$ cat config.mk
export PLATFORM = sky130hd
export DESIGN_NAME = full_linear_convolution_top
export DESIGN_NICKNAME = d
export VERILOG_FILES = /design/src/rtl/flc_pkg.sv /design/src/rtl/flc_ctrl.sv /design/src/rtl/flc_datapath.sv /design/src/rtl/full_linear_convolution_top.sv
export SDC_FILE = /design/constraint.sdc
export NUM_CORES = 2
export LEC_CHECK = 0
export BUFFER_PORTS_ARGS = -buffer_cell sky130_fd_sc_hd__buf_2
export CORE_UTILIZATION = 38
export DETAILED_ROUTE_END_ITERATION = 10
export GPL_TIMING_DRIVEN = 1
export PLACE_DENSITY = 0.58
export SLEW_MARGIN = 20
export SYNTH_ARGS = -nofsm -noshare
export SYNTH_HDL_FRONTEND = slang
export SYNTH_SLANG_ARGS = --single-unit
$ cat constraint.sdc
create_clock -name clk -period 5.8 [get_ports clk]
set_clock_uncertainty 0.2 [all_clocks]
set_input_delay 0.87 -clock clk [delete_from_list [all_inputs] [get_ports clk]]
set_output_delay 0.87 -clock clk [all_outputs]
set_load 0.05 [all_outputs]
$ cat src/rtl/flc_pkg.sv
// Shared types and constants for the full linear convolution block.
// Used by flc_ctrl, flc_datapath and full_linear_convolution_top.
package flc_pkg;

	localparam int TAP_INDEX_BITS = 6;
	localparam int TAP_COUNT_BITS = 7;

	localparam logic OP_LOAD   = 1'b0;
	localparam logic OP_SAMPLE = 1'b1;

	// controller -> datapath
	typedef struct packed {
		logic coef_we;    // write the beat's value into the coefficient store
		logic shift;      // push a sample into history, clear accumulator
		logic zero;       // pushed sample is a tail zero
		logic issue;      // read one tap pair into the MAC pipe
		logic load_out;   // move accumulator to output register
		logic out_last;   // tlast for the loaded result
		logic clear_hist; // block done, history reads as zero again
	} cmd_t;

	// datapath -> controller
	typedef struct packed {
		logic pipe_busy;
		logic out_free;
	} status_t;

endpackage

$ cat src/rtl/flc_ctrl.sv
// Sequencer for the convolution block: input handshake, tap loop and tail results.
// Depends on flc_pkg for the command/status structs and opcode constants.
module flc_ctrl #(
	parameter int MAX_TAPS = 64,
	localparam int TW = $clog2(MAX_TAPS + 1),
	localparam int IW = $clog2(MAX_TAPS)
) (
	input  logic                              clk,
	input  logic                              arst_n,
	input  logic                              cfg_we,
	input  logic [flc_pkg::TAP_COUNT_BITS-1:0] cfg_wdata,
	input  logic                              in_valid,
	input  logic                              in_opcode,
	input  logic                              in_last,
	output logic                              in_ready,
	input  flc_pkg::status_t                  stat,
	output flc_pkg::cmd_t                     cmd,
	output logic [IW-1:0]                     rd_tap
);

	localparam int CW   = flc_pkg::TAP_COUNT_BITS;
	localparam int CMPW = (TW > CW) ? TW : CW;

	localparam logic [2:0] ST_IDLE   = 3'd0;
	localparam logic [2:0] ST_MAC    = 3'd1;
	localparam logic [2:0] ST_DRAIN  = 3'd2;
	localparam logic [2:0] ST_FINISH = 3'd3;
	localparam logic [2:0] ST_TAIL   = 3'd4;

	logic [2:0]    state_q;
	logic [CW-1:0] tap_count_q;
	logic [TW-1:0] taps_q;
	logic [TW-1:0] rem_q;
	logic [IW-1:0] j_q;
	logic          last_q;

	logic [CMPW-1:0] cfg_ext;
	logic [TW-1:0]   eff_taps;
	logic            accept_sample;
	logic            last_tap;
	logic            block_done;

	// zero counts as one tap, anything above the store depth saturates
	always_comb begin
		cfg_ext = CMPW'(tap_count_q);
		if (cfg_ext == '0) begin
			eff_taps = TW'(1);
		end else if (cfg_ext > CMPW'(MAX_TAPS)) begin
			eff_taps = TW'(MAX_TAPS);
		end else begin
			eff_taps = TW'(cfg_ext);
		end
	end

	assign in_ready      = (state_q == ST_IDLE);
	assign accept_sample = in_valid && in_ready && (in_opcode == flc_pkg::OP_SAMPLE);
	assign last_tap      = (TW'(j_q) == (taps_q - TW'(1)));
	assign block_done    = last_q && (rem_q == '0);
	assign rd_tap        = j_q;

	always_comb begin
		cmd = '0;
		case (state_q)
			ST_IDLE: begin
				if (in_valid) begin
					if (in_opcode == flc_pkg::OP_SAMPLE) begin
						cmd.shift = 1'b1;
					end else begin
						cmd.coef_we = 1'b1;
					end
				end
			end
			ST_MAC: begin
				cmd.issue = 1'b1;
			end
			ST_FINISH: begin
				if (stat.out_free) begin
					cmd.load_out   = 1'b1;
					cmd.out_last   = block_done;
					cmd.clear_hist = block_done;
				end
			end
			ST_TAIL: begin
				cmd.shift = 1'b1;
				cmd.zero  = 1'b1;
			end
			default: begin
			end
		endcase
	end

	always_ff @(posedge clk or negedge arst_n) begin
		if (!arst_n) begin
			tap_count_q <= CW'(1);
		end else if (cfg_we) begin
			tap_count_q <= cfg_wdata;
		end
	end

	always_ff @(posedge clk or negedge arst_n) begin
		if (!arst_n) begin
			state_q <= ST_IDLE;
			taps_q  <= TW'(1);
			rem_q   <= '0;
			j_q     <= '0;
			last_q  <= 1'b0;
		end else begin
			case (state_q)
				ST_IDLE: begin
					if (accept_sample) begin
						taps_q  <= eff_taps;
						last_q  <= in_last;
						rem_q   <= in_last ? (eff_taps - TW'(1)) : '0;
						j_q     <= '0;
						state_q <= ST_MAC;
					end
				end
				ST_MAC: begin
					if (last_tap) begin
						state_q <= ST_DRAIN;
					end else begin
						j_q <= j_q + IW'(1);
					end
				end
				ST_DRAIN: begin
					if (!stat.pipe_busy) begin
						state_q <= ST_FINISH;
					end
				end
				ST_FINISH: begin
					if (stat.out_free) begin
						if (rem_q != '0) begin
							rem_q   <= rem_q - TW'(1);
							state_q <= ST_TAIL;
						end else begin
							last_q  <= 1'b0;
							state_q <= ST_IDLE;
						end
					end
				end
				ST_TAIL: begin
					j_q     <= '0;
					state_q <= ST_MAC;
				end
				default: begin
					state_q <= ST_IDLE;
				end
			endcase
		end
	end

endmodule

$ cat src/rtl/flc_datapath.sv
// Coefficient store, circular sample history, MAC pipe and output register.
// Depends on flc_pkg for the command/status structs.
module flc_datapath #(
	parameter int MAX_TAPS    = 64,
	parameter int SAMPLE_BITS = 16,
	localparam int TW = $clog2(MAX_TAPS + 1),
	localparam int IW = $clog2(MAX_TAPS),
	localparam int RW = 2 * SAMPLE_BITS + $clog2(MAX_TAPS)
) (
	input  logic                                clk,
	input  logic                                arst_n,
	input  flc_pkg::cmd_t                       cmd,
	input  logic [IW-1:0]                       rd_tap,
	output flc_pkg::status_t                    stat,
	input  logic [flc_pkg::TAP_INDEX_BITS-1:0]  tap_index,
	input  logic signed [SAMPLE_BITS-1:0]       value,
	input  logic                                out_ready,
	output logic                                out_valid,
	output logic signed [RW-1:0]                out_result,
	output logic                                out_last
);

	localparam int XW = (IW + 1 > flc_pkg::TAP_INDEX_BITS) ? IW + 1 : flc_pkg::TAP_INDEX_BITS;

	logic signed [SAMPLE_BITS-1:0] coef_mem [MAX_TAPS];
	logic signed [SAMPLE_BITS-1:0] hist_mem [MAX_TAPS];

	logic [IW-1:0] newest_q;
	logic [IW-1:0] next_wr;
	logic [TW-1:0] fill_q;
	logic [IW-1:0] hist_rd;
	logic [IW:0]   wrap_rd;
	logic          idx_ok;

	logic                          v_s1, v_s2;
	logic                          mask_s1;
	logic signed [SAMPLE_BITS-1:0] coef_s1, hist_s1;
	logic signed [2*SAMPLE_BITS-1:0] prod_s2;
	logic signed [RW-1:0]          acc_q;

	logic                          out_valid_q;
	logic signed [RW-1:0]          out_result_q;
	logic                          out_last_q;

	assign next_wr = (newest_q == IW'(MAX_TAPS - 1)) ? '0 : newest_q + IW'(1);
	// age rd_tap sits rd_tap slots behind the newest entry, modulo the depth
	assign wrap_rd = {1'b0, newest_q} + (IW + 1)'(MAX_TAPS) - {1'b0, rd_tap};
	assign hist_rd = (newest_q >= rd_tap) ? (newest_q - rd_tap) : wrap_rd[IW-1:0];
	assign idx_ok  = (XW'(tap_index) < XW'(MAX_TAPS));

	always_ff @(posedge clk) begin
		if (cmd.coef_we && idx_ok) begin
			coef_mem[IW'(tap_index)] <= value;
		end
		coef_s1 <= coef_mem[rd_tap];
	end

	always_ff @(posedge clk) begin
		if (cmd.shift) begin
			hist_mem[next_wr] <= cmd.zero ? '0 : value;
		end
		hist_s1 <= hist_mem[hist_rd];
	end

	// fill count stands in for clearing: ages at or past it read as zero
	always_ff @(posedge clk or negedge arst_n) begin
		if (!arst_n) begin
			newest_q <= '0;
			fill_q   <= '0;
		end else begin
			if (cmd.shift) begin
				newest_q <= next_wr;
			end
			if (cmd.clear_hist) begin
				fill_q <= '0;
			end else if (cmd.shift && fill_q != TW'(MAX_TAPS)) begin
				fill_q <= fill_q + TW'(1);
			end
		end
	end

	always_ff @(posedge clk or negedge arst_n) begin
		if (!arst_n) begin
			v_s1 <= 1'b0;
			v_s2 <= 1'b0;
		end else begin
			v_s1 <= cmd.issue;
			v_s2 <= v_s1;
		end
	end

	always_ff @(posedge clk) begin
		mask_s1 <= (TW'(rd_tap) < fill_q);
		if (mask_s1) begin
			prod_s2 <= coef_s1 * hist_s1;
		end else begin
			prod_s2 <= '0;
		end
		if (cmd.shift) begin
			acc_q <= '0;
		end else if (v_s2) begin
			acc_q <= acc_q + RW'(prod_s2);
		end
	end

	always_ff @(posedge clk or negedge arst_n) begin
		if (!arst_n) begin
			out_valid_q <= 1'b0;
		end else if (cmd.load_out) begin
			out_valid_q <= 1'b1;
		end else if (out_ready) begin
			out_valid_q <= 1'b0;
		end
	end

	always_ff @(posedge clk) begin
		if (cmd.load_out) begin
			out_result_q <= acc_q;
			out_last_q   <= cmd.out_last;
		end
	end

	assign stat.pipe_busy = v_s1 | v_s2;
	assign stat.out_free  = !out_valid_q || out_ready;
	assign out_valid      = out_valid_q;
	assign out_result     = out_result_q;
	assign out_last       = out_last_q;

endmodule

$ cat src/rtl/full_linear_convolution_top.sv
// Full linear convolution: top level of controller and datapath.
// Depends on flc_pkg, flc_ctrl and flc_datapath.
//
// Usage:
//  s_axis carries items; tuser is the opcode (0 load coefficient, 1 sample),
//  tlast marks the last sample of a block. A load beat writes value into
//  coefficient tap_index and gives no result. A sample beat gives one
//  result beat on m_axis; a sample with tlast also gives tap_count-1 tail
//  beats, and m_axis tlast flags the block's final result.
//  cfg_we/cfg_wdata write tap_count (0 acts as 1, values above MAX_TAPS
//  saturate); write only while the block is idle.
//  Each result comes from one shared multiply-accumulate that walks the
//  taps, one per cycle, through a read-multiply-accumulate pipe; a tail
//  result first pushes a zero sample into the sample history.
//  Results sit in an output register, so a stalled receiver holds the
//  beat there; the next result waits for that register to free up and
//  s_axis_tready stays low until the whole item is delivered to it.
//  Reset clears the sample history (through a fill count), tap_count
//  becomes 1, coefficients stay undefined until loaded.
module full_linear_convolution_top #(
	parameter int MAX_TAPS    = 64,
	parameter int SAMPLE_BITS = 16,
	localparam int IW      = $clog2(MAX_TAPS),
	localparam int RW      = 2 * SAMPLE_BITS + $clog2(MAX_TAPS),
	localparam int IN_BITS = ((flc_pkg::TAP_INDEX_BITS + SAMPLE_BITS + 7) / 8) * 8,
	localparam int OUT_BITS = ((RW + 7) / 8) * 8
) (
	input  logic                               clk,
	input  logic                               arst_n,
	input  logic                               cfg_we,
	input  logic [flc_pkg::TAP_COUNT_BITS-1:0] cfg_wdata,
	input  logic                               s_axis_tvalid,
	output logic                               s_axis_tready,
	input  logic [IN_BITS-1:0]                 s_axis_tdata,  // tap_index, value, zero pad
	input  logic                               s_axis_tuser,  // opcode
	input  logic                               s_axis_tlast,  // block_end
	output logic                               m_axis_tvalid,
	input  logic                               m_axis_tready,
	output logic [OUT_BITS-1:0]                m_axis_tdata,  // result, zero pad
	output logic                               m_axis_tlast   // last_result
);

	localparam int XB = flc_pkg::TAP_INDEX_BITS;

	flc_pkg::cmd_t    cmd;
	flc_pkg::status_t stat;
	logic [IW-1:0]    rd_tap;

	logic [XB-1:0]                 tap_index;
	logic signed [SAMPLE_BITS-1:0] value;
	logic signed [RW-1:0]          result;

	assign tap_index = s_axis_tdata[XB-1:0];
	assign value     = s_axis_tdata[XB +: SAMPLE_BITS];

	flc_ctrl #(
		.MAX_TAPS(MAX_TAPS)
	) u_ctrl (
		.clk      (clk),
		.arst_n   (arst_n),
		.cfg_we   (cfg_we),
		.cfg_wdata(cfg_wdata),
		.in_valid (s_axis_tvalid),
		.in_opcode(s_axis_tuser),
		.in_last  (s_axis_tlast),
		.in_ready (s_axis_tready),
		.stat     (stat),
		.cmd      (cmd),
		.rd_tap   (rd_tap)
	);

	flc_datapath #(
		.MAX_TAPS   (MAX_TAPS),
		.SAMPLE_BITS(SAMPLE_BITS)
	) u_datapath (
		.clk       (clk),
		.arst_n    (arst_n),
		.cmd       (cmd),
		.rd_tap    (rd_tap),
		.stat      (stat),
		.tap_index (tap_index),
		.value     (value),
		.out_ready (m_axis_tready),
		.out_valid (m_axis_tvalid),
		.out_result(result),
		.out_last  (m_axis_tlast)
	);

	assign m_axis_tdata = OUT_BITS'($unsigned(result));

endmodule
== After elaboration in Yosys (flattened, before gate mapping) ==
Memories as Yosys holds them, arrays and structs flattened. A register that Yosys moved wholly into a read port is not among the register bits.
Cells that the tools add are included.

* Register bits: 157
* RAM bits: 2048
* Output and inout bits: 43
* Memories: 2

* $add $sub $neg: 10
* Multiply operators: 1
* $lt $le $gt $ge: 3
* Eq/ne operators: 14
* Mux-type cells: 40
* Bitwise logic cells: 1
* Reduce and logical (&&, ||, !) cells: 20

{| class="wikitable"
|+ Memory list
! name !! depth !! width !! rd ports !! clocked after memory_dff !! wr ports !! RTL line !! RTL
|-
| u_datapath.coef_mem || 64 || 16 || 1 || 1 || 1 || flc_datapath.sv:25 || <nowiki>logic signed [SAMPLE_BITS-1:0] coef_mem [MAX_TAPS];</nowiki>
|-
| u_datapath.hist_mem || 64 || 16 || 1 || 1 || 1 || flc_datapath.sv:26 || <nowiki>logic signed [SAMPLE_BITS-1:0] hist_mem [MAX_TAPS];</nowiki>
|}

{| class="wikitable"
|+ Operator list
! operator !! count
|-
| $mux 7 || 8
|-
| $add 38x32->38 || 1
|-
| $mul 16x16->32 || 1
|-
| $mux 6 || 4
|-
| $mux 3 || 7
|-
| $sub 7x1->7 const B || 3
|-
| $add 6x1->6 const B || 3
|-
| $pmux 6 s3 || 1
|-
| $mux 16 || 1
|-
| $pmux 3 s5 || 1
|-
| $logic_not 7->1 || 2
|-
| $mux 1 || 14
|-
| $pmux 7 s2 || 1
|-
| $reduce_and 4->1 || 3
|-
| $sub 6x6->6 || 2
|-
| $ne 2x2->1 const B || 5
|-
| $add 7x1->7 const B || 1
|-
| $eq 6x7->1 || 1
|-
| $gt 7x7->1 const B || 1
|-
| $lt 6x7->1 || 1
|-
| $ne 7x7->1 const B || 1
|-
| $reduce_bool 7->1 || 1
|-
| $eq 3x2->1 const B || 2
|-
| $eq 6x6->1 const B || 1
|-
| 15 further kinds || 23
|}

== Depth between registers and ports, before layout ==
* Depth after elaboration: 7
* Depth in mapped cells: 23

== Modules after synthesis ==
From an unflattened synthesis, not the netlist that was laid out.

* Cells, all modules: 5118
* Area total of the unflattened synthesis: 97234.5 um^2

{| class="wikitable"
|+ Modules (own cells, without submodules)
! module !! times used !! cells an instance !! area each (um^2)
|-
| flc_datapath || 1 || 4907 || 95296.4
|-
| flc_ctrl || 1 || 208 || 1919.3
|-
| full_linear_convolution_top || 1 || 3 || 18.8
|}

== Least setup slack after synthesis ==
No wires, ideal clock.

* Path type: register to register
* From: reg u_datapath.coef_s1[15], read port of u_datapath.coef_mem
* To: reg u_datapath.prod_s2[30]
* Data arrival time: 5645 ps
* Slack: -179 ps
* Stages on the path, launching flop included: 19
* Buffers on the path: 1
* Path through: dfxtp_1 > clkbuf_1 > nand2_1 > fa_1 > inv_1 > fa_1 > fa_1 > fa_1 > fa_1 > inv_1 > fa_1 > inv_1 > ha_1 > nand2_1 > o41ai_1 > a21oi_1 > o311a_1 > o21ai_1 > o311ai_1

* Word-level cells in the longest chain between the ends: 1

{| class="wikitable"
|+ Ends and longest elaborated chain
! item !! RTL line !! RTL
|-
| start, declared || flc_datapath.sv:37 || <nowiki>logic signed [SAMPLE_BITS-1:0] coef_s1, hist_s1;</nowiki>
|-
| $mul 16x16->32 || flc_datapath.sv:95 || <nowiki>prod_s2 <= coef_s1 * hist_s1;</nowiki>
|-
| end signal, assigned || flc_datapath.sv:95 ||
|-
| end, declared || flc_datapath.sv:38 || <nowiki>logic signed [2*SAMPLE_BITS-1:0] prod_s2;</nowiki>
|}

No other way between the ends.
A chain may end at the register's enable or synchronous reset.

== Final worst setup path ==
* From: reg u_datapath.coef_s1[5], read port of u_datapath.coef_mem
* To: reg u_datapath.prod_s2[30]

The elaborated chain is that of the path after synthesis.

==> flow_summary.json <==
{
  "layout-drive-gt1-share_pct": 28.26,
  "crit_type": "flip-flop to flip-flop",
  "worst_ep_required_time_ns": 6.29,
  "wl_um": 232900,
  "fp.dieH_um": 507.3,
  "slowest_stage": "fa_1",
  "crit_start": "u_datapath.coef_s1[5]$_DFF_P_",
  "setup_slack_ns": -0.1672,
  "drt_iter0_markers": 4675,
  "muxShareOfSynthArea_pct": 15.74,
  "design_area_um2": 112000,
  "slew_headroom_pct": 28.71,
  "hold_viol": 0,
  "synth_ff_type": "edfxtp_1",
  "cts-buffers-inserted": 226,
  "r2r_start": "u_datapath.coef_s1[5]$_DFF_P_",
  "clock_latency_ns": 0.90,
  "cts_max_path_buffers": 3,
  "die_area_um2": 257400,
  "cts_tree": "yes",
  "hold_class": "input pin to flip-flop",
  "grt_pass1_vias": 50570,
  "synth-compound-area-share_pct": 2.040,
  "vias_per_cell": 5.332,
  "track_usage_pct": 18.17,
  "grt_start_max_net_pins": 120,
  "dpl.hpwl_um": 142000,
  "cts.sinks": 2237,
  "rsz0062_at_grt": "yes",
  "timing.fmax_mhz": 167.6,
  "clockRootBuffer": "clkbuf_16",
  "drv_cap": 0,
  "drv_slew": 0,
  "vias": 48720,
  "postRouteAntennaNets": 0,
  "worst_pin_slew_ns": 1.067,
  "critPathArrivalTime_ns": 6.46,
  "grt_remaining_overflow": 0,
  "synth_cells": 5104,
  "nNetsFinal": 5999,
  "min_from": "cfg_we",
  "yosysTopAreaCell": "edfxtp_1",
  "placed_area_um2": 103800,
  "dp.cells": 8671,
  "worstSetupEndpointType": "flip-flop",
  "synth_xor_area_share_pct": 0.8008,
  "synth-seq-area-share_pct": 67.93,
  "finalSetupViolCount": 8,
  "max_stage_delay_ns": 0.54,
  "place.gp.congestion": 0.8035,
  "synth_simple_gate_area_share_pct": 3.893,
  "synth_fa_ha_area_share_pct": 7.201,
  "port-buffer-count": 76,
  "crit_top_cell": "fa_1",
  "syn-cell-area_um2": 97030,
  "synth_edf_count": 2087,
  "ios": 81,
  "synth_warnings": 0,
  "synthToLayoutAreaGrowth_pct": 15.48,
  "violations": "setup timing",
  "timing.final.crit_share_pct": 102.9,
  "synth_seq_cells": 2237,
  "drc": 0,
  "synth_top_family_by_area": "multiplexers",
  "cts_htree_levels": 4,
  "n_fill_cell": 21820,
  "row_count": 185,
  "synth_top_area_share_pct": 64.59,
  "initial_utilization_pct": 38.21,
  "fin_cells": 9138,
  "post-place-ws_ns": -0.4663,
  "critPathLaunchType": "flip-flop",
  "fp.dieW_um": 507.3,
  "syn_area_per_cell_um2": 19.01,
  "routedWlPerCell_um": 25.48,
  "first_pass_iters": 5,
  "clk_pin_slew_ns": 0.06,
  "synth_area_leaders": "edfxtp_1 65%, mux4_2 15%, fa_1 5.4%, dfxtp_1 2.1%, ha_1 1.8%",
  "grt_pass1_wl_um": 342200,
  "cp_cell_sequence": "buf_6, and2_4, fa_1, inv_2, fa_1, inv_2, fa_1, fa_1, fa_1, inv_1, fa_1, inv_2, ha_4, a21o_1, a21oi_2, buf_4, o2111ai_2, a21oi_4, o41ai_4, a21oi_2, o311a_1, o21ai_1, o311ai_1",
  "fin_util_pct": 44.12,
  "async_flop_share_pct": 2.101,
  "cp_max_fo": 5,
  "antenna_found_initial": 14,
  "period_minus_slack_ns": 5.967,
  "synth_cell_types": 82,
  "status": "finished with violations",
  "core_area_um2": 253900
}
-- per-layer routing --
metal | vias to the layer above | wire length (um) | GRT usage (%)
met5 | - | 38 | 0
met4 | 6 | 4220 | 3.827
met3 | 261 | 12800 | 2.733
met2 | 1332 | 114200 | 29.76
met1 | 26310 | 101700 | 25.74
li1 | 20820 | - | -
-- critical path, delay by kind of cell (launching register included) --
| kind | cells | cell delay [ns] |
|---|---|---|
| DFF | 1 | 0.37 |
| and+or+nand+nor | 1 | 0.13 |
| adders and majority gates | 7 | 3.26 |
| AOI/OAI and AO/OA | 9 | 1.42 |
| buffers and inverters | 6 | 0.44 |
-- flip-flops by register name, summed over array words and instances (netlist names) --
| name | count |
|---|---|
| u_ctrl.rd_tap | 6 |
| u_ctrl.taps_q | 7 |
| u_datapath.coef_mem | 1024 |
| u_datapath.newest_q | 6 |
| u_ctrl.last_q | 1 |
| u_datapath.out_valid | 1 |
| u_ctrl.state_q | 3 |
| u_datapath.hist_mem | 1024 |
| u_datapath.v_s2 | 1 |
| u_datapath.coef_s1 | 16 |
| u_datapath.prod_s2 | 32 |
| u_datapath.out_last | 1 |
| u_ctrl.cfg_ext | 7 |
| u_datapath.acc_q | 38 |
| u_datapath.v_s1 | 1 |
| u_datapath.fill_q | 7 |
| u_ctrl.rem_q | 7 |
| u_datapath.mask_s1 | 1 |
| u_datapath.out_result | 38 |
| u_datapath.hist_s1 | 16 |
-- placed cells by master, fill, tap and decap left out, drive strengths merged, types with 12 or more instances in the layout --
cell type | synthesis | layout
nand2 | 221 | 221
a21o | 23 | 23
dfrtp | 45 | 45
o21a | 12 | 12
nor2b | 44 | 44
buf | 93 | 454
clkbuf | 141 | 291
nand3 | 32 | 32
nor2 | 229 | 229
xnor2 | 60 | 60
inv | 338 | 341
and2 | 150 | 150
clkinv | 0 | 108
ha | 136 | 136
diode | 0 | 12
a31oi | 16 | 16
a211oi | 23 | 23
nor3 | 26 | 26
fa | 264 | 264
a21oi | 111 | 111
mux2i | 38 | 38
edfxtp | 2087 | 2087
o21ai | 73 | 73
mux4 | 656 | 656
dfxtp | 103 | 103
nand2b | 19 | 19
xor2 | 27 | 27
bufinv | 0 | 18
-- cells in the mapped netlist (10+ instances only) --
cell type / count
a211oi_1: 23
fa_1: 264
nand3_1: 32
xor2_1: 27
and2_1: 150
a31oi_1: 16
ha_1: 136
inv_1: 337
o21a_1: 12
nand4_1: 10
a21o_1: 23
dfxtp_1: 103
clkbuf_1: 141
o21ai_0: 59
xnor2_1: 58
buf_2: 45
dfrtp_1: 45
nor2_1: 229
buf_1: 21
nand2b_1: 19
a21oi_1: 111
edfxtp_1: 2087
nor3_1: 25
nor2b_1: 44
mux4_2: 656
o21ai_1: 14
mux2i_1: 38
buf_4: 22
nand2_1: 221
-- kinds of logic after synthesis --
family,Yosys count
compound gates,319
xor+xnor,87
fa+ha+maj,400
buf+inv,572
flops,2237
mux,704
other cells,1
simple gates,784
-- final cells by class --
| class | count | area (um^2) | share of cell area [%] |
|---|---|---|---|
| Sequential cell | 2237 | 65970 | 58.88 |
| Multi-Input combinational cell | 2296 | 29430 | 26.27 |
| Clock buffer | 291 | 6042 | 5.393 |
| Tap cell | 3366 | 4212 | 3.759 |
| Timing Repair Buffer | 462 | 3675 | 3.280 |
| Clock inverter | 136 | 1413 | 1.261 |
| Inverter | 338 | 1271 | 1.135 |
| Antenna cell | 12 | 30.03 | 0.02680 |
-- through the flow --
stage | setup TNS [ns] | hold WS (ns)
after floorplan | -0.006572 | 0.1461
after global placement | -3.210 | 0.1511
after detailed placement | -3.077 | 0.1628
after CTS | -0.9676 | 0.03949
after global routing | -2.653 | 0.1030
final | -0.9017 | 0.1069
-- final timing paths --
kind                       cells past startpoint                                 to  slack, ns
max in group asynchronous                      3       u_ctrl.rd_tap[3]$_DFFE_PN0P_       4.31
min in group asynchronous                      3      u_ctrl.cfg_ext[6]$_DFFE_PN0P_       0.45
max reg2reg                                   23  u_datapath.prod_s2[30]$_SDFF_PN0_      -0.17
min reg2reg                                    0          u_datapath.v_s2$_DFF_PN0_       0.17
min                                            2      u_ctrl.cfg_ext[4]$_DFFE_PN0P_       0.11
max                                           23  u_datapath.prod_s2[30]$_SDFF_PN0_      -0.17
-- repair_timing --
item                                   in CTS  in global routing
gates resized for setup                    75                 61
buffers inserted                           10                  8
pin swaps                                  51                 52
gates cloned                                0                  0
endpoints found under the hold margin      52                  0
hold buffers                                8                  0
setup endpoints to repair                  13                 13
Power is left out: the tool's default activity adds up to more than one toggle a clock period on the data nets, which glitch-free logic cannot reach.
